==> config.mk <==
export PLATFORM = sky130hd
export DESIGN_NAME = lwfw_pos
export DESIGN_NICKNAME = d
export VERILOG_FILES = /design/src/sv/lwfw_pkg.sv /design/src/sv/lwfw_pos.sv
export SDC_FILE = /design/constraint.sdc
export NUM_CORES = 1
export LEC_CHECK = 0
export BUFFER_PORTS_ARGS = -buffer_cell sky130_fd_sc_hd__buf_2
export CORE_ASPECT_RATIO = 0.75
export CORE_MARGIN = 3
export CORE_UTILIZATION = 58
export CTS_BUF_LIST = sky130_fd_sc_hd__clkbuf_8
export DETAILED_ROUTE_END_ITERATION = 8
export PLACE_DENSITY = 0.76
export REMOVE_ABC_BUFFERS = 1
export SLEW_MARGIN = 5
export SYNTH_ARGS = -nofsm -noshare
export SYNTH_HDL_FRONTEND = slang
export SYNTH_SLANG_ARGS = --single-unit
==> constraint.sdc <==
create_clock -name clk_i -period 3.97 [get_ports clk_i]
set_input_delay 0.397 -clock clk_i [delete_from_list [all_inputs] [get_ports clk_i]]
set_output_delay 0.397 -clock clk_i [all_outputs]
set_load 0.01 [all_outputs]
==> src/sv/lwfw_pkg.sv <==
// ----------------------------------------------------------------------------
// lwfw_pkg
// shared constants, register indexes and types of the lcd window frame writer
// ----------------------------------------------------------------------------
package lwfw_pkg;

  // default geometry
  localparam int DEF_SCREEN_WIDTH  = 160;
  localparam int DEF_SCREEN_HEIGHT = 128;
  localparam int DEF_MEM_PIXELS    = 20480;

  // field widths
  localparam int CoordW  = 12;
  localparam int CoordMax = 4095;
  localparam int ByteW   = 8;
  localparam int PixW    = 16;
  localparam int CfgIdxW = 3;

  // register indexes
  localparam logic [CfgIdxW-1:0] REG_WINDOW_X      = 3'd0;
  localparam logic [CfgIdxW-1:0] REG_WINDOW_Y      = 3'd1;
  localparam logic [CfgIdxW-1:0] REG_WINDOW_WIDTH  = 3'd2;
  localparam logic [CfgIdxW-1:0] REG_WINDOW_HEIGHT = 3'd3;

  // register reset values
  localparam logic [CoordW-1:0] WIN_X_RST      = 12'd0;
  localparam logic [CoordW-1:0] WIN_Y_RST      = 12'd0;
  localparam logic [CoordW-1:0] WIN_WIDTH_RST  = 12'd160;
  localparam logic [CoordW-1:0] WIN_HEIGHT_RST = 12'd128;

  // request codes
  localparam logic REQ_WRITE = 1'b0;
  localparam logic REQ_READ  = 1'b1;

  // one access of the graphics ram
  typedef struct packed {
    logic rd;
    logic wr_lo;
    logic wr_hi;
  } gram_cmd_t;

endpackage

==> src/sv/lwfw_pos.sv <==
// ----------------------------------------------------------------------------
// lwfw_pos
// window registers, stream position and pixel address generation
// ----------------------------------------------------------------------------
module lwfw_pos #(
  parameter int SCREEN_WIDTH  = lwfw_pkg::DEF_SCREEN_WIDTH,
  parameter int SCREEN_HEIGHT = lwfw_pkg::DEF_SCREEN_HEIGHT,
  parameter int MEM_PIXELS    = lwfw_pkg::DEF_MEM_PIXELS,
  localparam int AddrW        = (MEM_PIXELS > 1) ? $clog2(MEM_PIXELS) : 1
) (
  input  logic                          clk_i,
  input  logic                          rst_ni,
  input  logic                          cfg_we_i,
  input  logic [lwfw_pkg::CfgIdxW-1:0]  cfg_idx_i,
  input  logic [lwfw_pkg::CoordW-1:0]   cfg_wdata_i,
  input  logic                          fire_i,
  input  logic                          req_type_i,
  output lwfw_pkg::gram_cmd_t           cmd_o,
  output logic [AddrW-1:0]              addr_o
);
  import lwfw_pkg::*;

  localparam int MaxLin = 2 * CoordMax * SCREEN_WIDTH + 2 * CoordMax;
  localparam int LinA   = $clog2(MaxLin + 1);
  localparam int LinB   = $clog2(MEM_PIXELS + 1);
  localparam int LinW   = (LinA > LinB) ? LinA : LinB;

  logic [CoordW-1:0] wx_q, wx_d, wy_q, wy_d, ww_q, ww_d, wh_q, wh_d;
  logic [CoordW-1:0] col_q, col_d, row_q, row_d;
  logic              phase_q, phase_d;
  logic [LinW-1:0]   origin_q, origin_d, row_base_q, row_base_d;

  logic              cfg_hit;
  logic [LinW-1:0]   new_origin;
  logic [LinW-1:0]   lin;
  logic              in_mem, active, rd_ok, advance;
  logic [CoordW:0]   col_nxt, row_nxt;

  // new window registers and origin address of a config write
  always_comb begin
    wx_d    = wx_q;
    wy_d    = wy_q;
    ww_d    = ww_q;
    wh_d    = wh_q;
    cfg_hit = 1'b0;
    if (cfg_we_i) begin
      unique case (cfg_idx_i)
        REG_WINDOW_X: begin
          wx_d    = cfg_wdata_i;
          cfg_hit = 1'b1;
        end
        REG_WINDOW_Y: begin
          wy_d    = cfg_wdata_i;
          cfg_hit = 1'b1;
        end
        REG_WINDOW_WIDTH: begin
          ww_d    = cfg_wdata_i;
          cfg_hit = 1'b1;
        end
        REG_WINDOW_HEIGHT: begin
          wh_d    = cfg_wdata_i;
          cfg_hit = 1'b1;
        end
        default: cfg_hit = 1'b0;
      endcase
    end
    new_origin = LinW'(wx_d) + LinW'(wy_d) * LinW'(SCREEN_WIDTH);
  end

  assign lin     = row_base_q + LinW'(col_q);
  assign in_mem  = lin < LinW'(MEM_PIXELS);
  assign active  = (ww_q != '0) && (wh_q != '0);
  assign rd_ok   = (wx_q < CoordW'(SCREEN_WIDTH)) && (wy_q < CoordW'(SCREEN_HEIGHT))
                   && (origin_q < LinW'(MEM_PIXELS));
  assign advance = fire_i && (req_type_i == REQ_WRITE) && active;
  assign col_nxt = {1'b0, col_q} + 1'b1;
  assign row_nxt = {1'b0, row_q} + 1'b1;

  always_comb begin
    col_d      = col_q;
    row_d      = row_q;
    phase_d    = phase_q;
    origin_d   = origin_q;
    row_base_d = row_base_q;
    if (cfg_hit) begin
      col_d      = '0;
      row_d      = '0;
      phase_d    = 1'b0;
      origin_d   = new_origin;
      row_base_d = new_origin;
    end else if (advance) begin
      if (!phase_q) begin
        phase_d = 1'b1;
      end else begin
        phase_d = 1'b0;
        if (col_nxt >= {1'b0, ww_q}) begin
          col_d = '0;
          if (row_nxt >= {1'b0, wh_q}) begin
            row_d      = '0;
            row_base_d = origin_q;
          end else begin
            row_d      = row_nxt[CoordW-1:0];
            row_base_d = row_base_q + LinW'(SCREEN_WIDTH);
          end
        end else begin
          col_d = col_nxt[CoordW-1:0];
        end
      end
    end
  end

  always_ff @(posedge clk_i or negedge rst_ni) begin
    if (!rst_ni) begin
      wx_q       <= WIN_X_RST;
      wy_q       <= WIN_Y_RST;
      ww_q       <= WIN_WIDTH_RST;
      wh_q       <= WIN_HEIGHT_RST;
      col_q      <= '0;
      row_q      <= '0;
      phase_q    <= 1'b0;
      origin_q   <= '0;
      row_base_q <= '0;
    end else begin
      wx_q       <= wx_d;
      wy_q       <= wy_d;
      ww_q       <= ww_d;
      wh_q       <= wh_d;
      col_q      <= col_d;
      row_q      <= row_d;
      phase_q    <= phase_d;
      origin_q   <= origin_d;
      row_base_q <= row_base_d;
    end
  end

  always_comb begin
    cmd_o.rd    = fire_i && (req_type_i == REQ_READ) && rd_ok;
    cmd_o.wr_lo = advance && in_mem && !phase_q;
    cmd_o.wr_hi = advance && in_mem && phase_q;
    addr_o      = (req_type_i == REQ_READ) ? origin_q[AddrW-1:0] : lin[AddrW-1:0];
  end

endmodule

==> results.md <==
- Status: complete, no violations
- Final hold vios: 0
- Setup Slack @ Placement: -84.7 ps
- Area contributors post-synth: dfrtp_1, ha_1, mux2_2, nand2_1, xnor2_1
- Gr usage total: 0.280
- First-pass GRT wire length: 33200 um
- DRT iter0 DRCs: 634
- Critical Path AT: 3410 ps
- Root Driver: clkbuf_8
- Syn-to-layout area delta: 13.0%
- Crit path max fanout: 7
- Seq/Total Area, Yosys: 0.368
- Worst R2R Path Depth: 12
- Area of the multi-input gates: 4620 um^2
- Most frequent cells in the layout: dfrtp_1, nand2_1, nor2_1, ha_1, o21ai_0
- Max Cap Viol: 0
- Initial Utilization: 0.597
- Reg2reg setup slack: 310 ps
- Num rows: 36
- Asr flop ratio synth: 1.00
- Worst Skew: 19.4 ps
- Clock power share: 0.196
- Ys flop type: dfrtp_1
- Critical hold path startpoint: cfg_wdata_i[2]
- Reg clk slew, reported paths: 80 ps
- Mapped Area: 7830 um^2
- Post-synth cell types: 68
- Post-Route Setup TNS: 0 ps
- Worst skew pair latency: 450 ps
- Layout cells sized above 1: 0.172
- Number of synthesis warnings: 0
- EDFF count, synth: 0
- Post-layout util: 0.675
- CTS buffer count: 17
- Fill cell count: 1054
- Switch Pwr: 2.39 mW
- Post-synth top area share: 0.358
- H-tree levels: 4
- Reg-to-Reg End: row_base_q[3]
- Logic gate share of total power: 0.483
- Critical Path RT: 3570 ps
- Maximum vdd drop: 0.000424 V
- Detailed placement HPWL: 15100 um
- Routed vias/inst: 5.97
- CP startpoint kind: register
- Worst min path class: in2reg
- Worst Tran Pin Value: 678 ps
- Number of global-route vias before repair: 6333
- Worst Slack Setup Final: 167 ps
- Internal Power: 3.37 mW
- PortBufs: 37
- Slowest cell delay on critical path: 470 ps
- CTS tree: done
- Largest net degree at the start of global routing: 52
- Hold Path End: ww_q[2]
- CP endpoint kind: primary output
- Setup Crit Path Kind: reg2out
- DP Cell Count: 1085
- Final Setup Violations: 0
- Core area: 13100 um^2
- Clk sinks: 115
- Sequential power share: 0.321
- Final ANT Viol Nets: 0
- Crit-path cells: ha_1, fa_1, a21o_1, a21oi_2, o21ai_1, a31oi_2, buf_4, mux2i_1, o211ai_1, nor3b_1, buf_2
- Min Tclk post-route: 3800 ps
- Leak: 4.24 nW
- CTS Buffer Depth: 2
- Flip-flop and latch area: 2880 um^2
- Die Wd: 140 um
- Total wire length: 20300 um
- WL/cell: 18.1 um
- Total number of vias: 6679
- Slew Viols, Final: 0
- Sw frac: 0.415
- Final Wtd Congestion: 0.905
- Ant diodes: 0
- 1st-pass router iterations: 5
- RSZ-0062 raised after global routing: false
- Fin crit share: 0.958
- GRT overflow: 0
- PD cells: 651 nW/um^2
- Min-Delay Path Depth: 3
- Post-route insts no fill: 1118
- Worst hold slack: 217 ps
- CP max-delay cell: dfrtp_1
- IO Count: 38
- Relative slew slack: 0.548
- Post-Syn Instances: 866
- DIE HEIGHT: 107 um
- Residual DRC count: 0
- Number of antenna violations at the first check in global routing: 0
- Area leader, netlist: dfrtp_1
- Reg-to-reg startpoint: col_q[1]
- Fmax: 263 MHz
- Seq cells post-synth: 115
- Synthesized area per cell: 9.04 um^2
- Die Area: 14900 um^2
- Commonest non-fill, non-tap cell in the layout: dfrtp_1
- # nets final: 1021
## per-stage QoR
stage	cell area, um^2	total power [mW]
after floorplan	7660	3.62
after global placement	8410	4.54
after detailed placement	8410	4.58
after CTS	8830	5.72
after global routing	8840	6.21
final	8840	5.76
## registers in the layout, indices dropped and copies added (netlist names)
name        flops
col_q          12
origin_q       21
phase_q         1
row_base_q     21
row_q          12
wh_q           12
ww_q           12
wx_q           12
wy_q           12
## worst max-delay path by stage
| stage | start | end | slack [ps] | cells after the start |
|---|---|---|---|---|
| 2_1_floorplan | cfg_idx_i[2] | row_base_q[13] | -440 | 13 |
| 3_3_place_gp | cfg_idx_i[2] | row_base_q[16] | 8 | 18 |
| 3_5_place_dp | cfg_idx_i[2] | row_base_q[16] | -80 | 18 |
| 4_1_cts | col_q[0] | cmd_o[0] | 40 | 11 |
| 5_1_grt | row_q[0] | row_q[11] | 9 | 15 |
| 6_report | col_q[0] | cmd_o[0] | 170 | 11 |
## cell usage after synthesis (all sizes together) (3+ instances only)
cell / count
nand4: 7
or2: 4
a31oi: 6
inv: 51
a2111oi: 3
and2: 6
mux2i: 13
fa: 3
nor3b: 5
nand2: 94
clkbuf: 20
a22oi: 6
or3: 3
dfrtp: 112
a21o: 22
nor2: 64
a22o: 6
nor4: 10
ha: 64
a21oi: 39
nor2b: 7
o211ai: 5
dfstp: 3
nand2b: 11
o41ai: 6
nor3: 16
o31ai: 7
xor2: 24
nand3: 41
o2bb2ai: 6
buf: 14
o21a: 6
o21ai: 75
xnor2: 36
and3: 9
mux2: 32
a211oi: 7
## critical path: cells and delay by family, from the launching register on
kind / cells / cell delay [ps]
buf+inv: 2 / 370
simple gates: 1 / 200
compound gates: 5 / 1030
fa+ha+maj: 2 / 670
mux: 1 / 220
flops: 1 / 470
## cell families after synthesis
family | share of synthesized area
AND/OR/NAND/NOR | 0.171
multiplexers | 0.0627
XOR/XNOR | 0.0672
buffers and inverters | 0.0449
flip-flops | 0.368
AO/OA/AOI/OAI | 0.176
adder cells (fa/ha/maj) | 0.110
## layer usage
metal	vias to the layer above	wire length (um)	global-route usage
li1	3219	-	-
met1	3156	9980	0.444
met2	273	8070	0.380
met3	31	1850	0.0584
met4	0	365	0.0851
met5	-	0	0
## power by group through the flow
| stage | sequential (mW) | clock, mW | combinational, mW |
|---|---|---|---|
| finish | 1.85 | 1.13 | 2.78 |
| global route | 1.89 | 1.19 | 3.12 |
| CTS | 1.84 | 1.14 | 2.75 |
| detailed placement | 1.85 | 0 | 2.73 |
| global placement | 1.85 | 0 | 2.69 |
| floorplan | 1.73 | 0 | 1.89 |
## timing repair
item | CTS | global route
pin swaps | 1 | 1
hold endpoints to repair | 11 | 0
gates resized for setup | 1 | 4
buffers inserted | 0 | 0
gates cloned | 0 | 0
hold buffers | 1 | 0
setup endpoints to repair | 2 | 10
## layout make-up
cell class,instances,area share
clock buffer,17,0.0265
clock inverter,15,0.0192
inverter,51,0.0216
multi-input combinational,666,0.522
sequential,115,0.326
tap,171,0.0242
timing repair buffer,83,0.0606
Note: power is estimated with default switching activity, not from simulation.
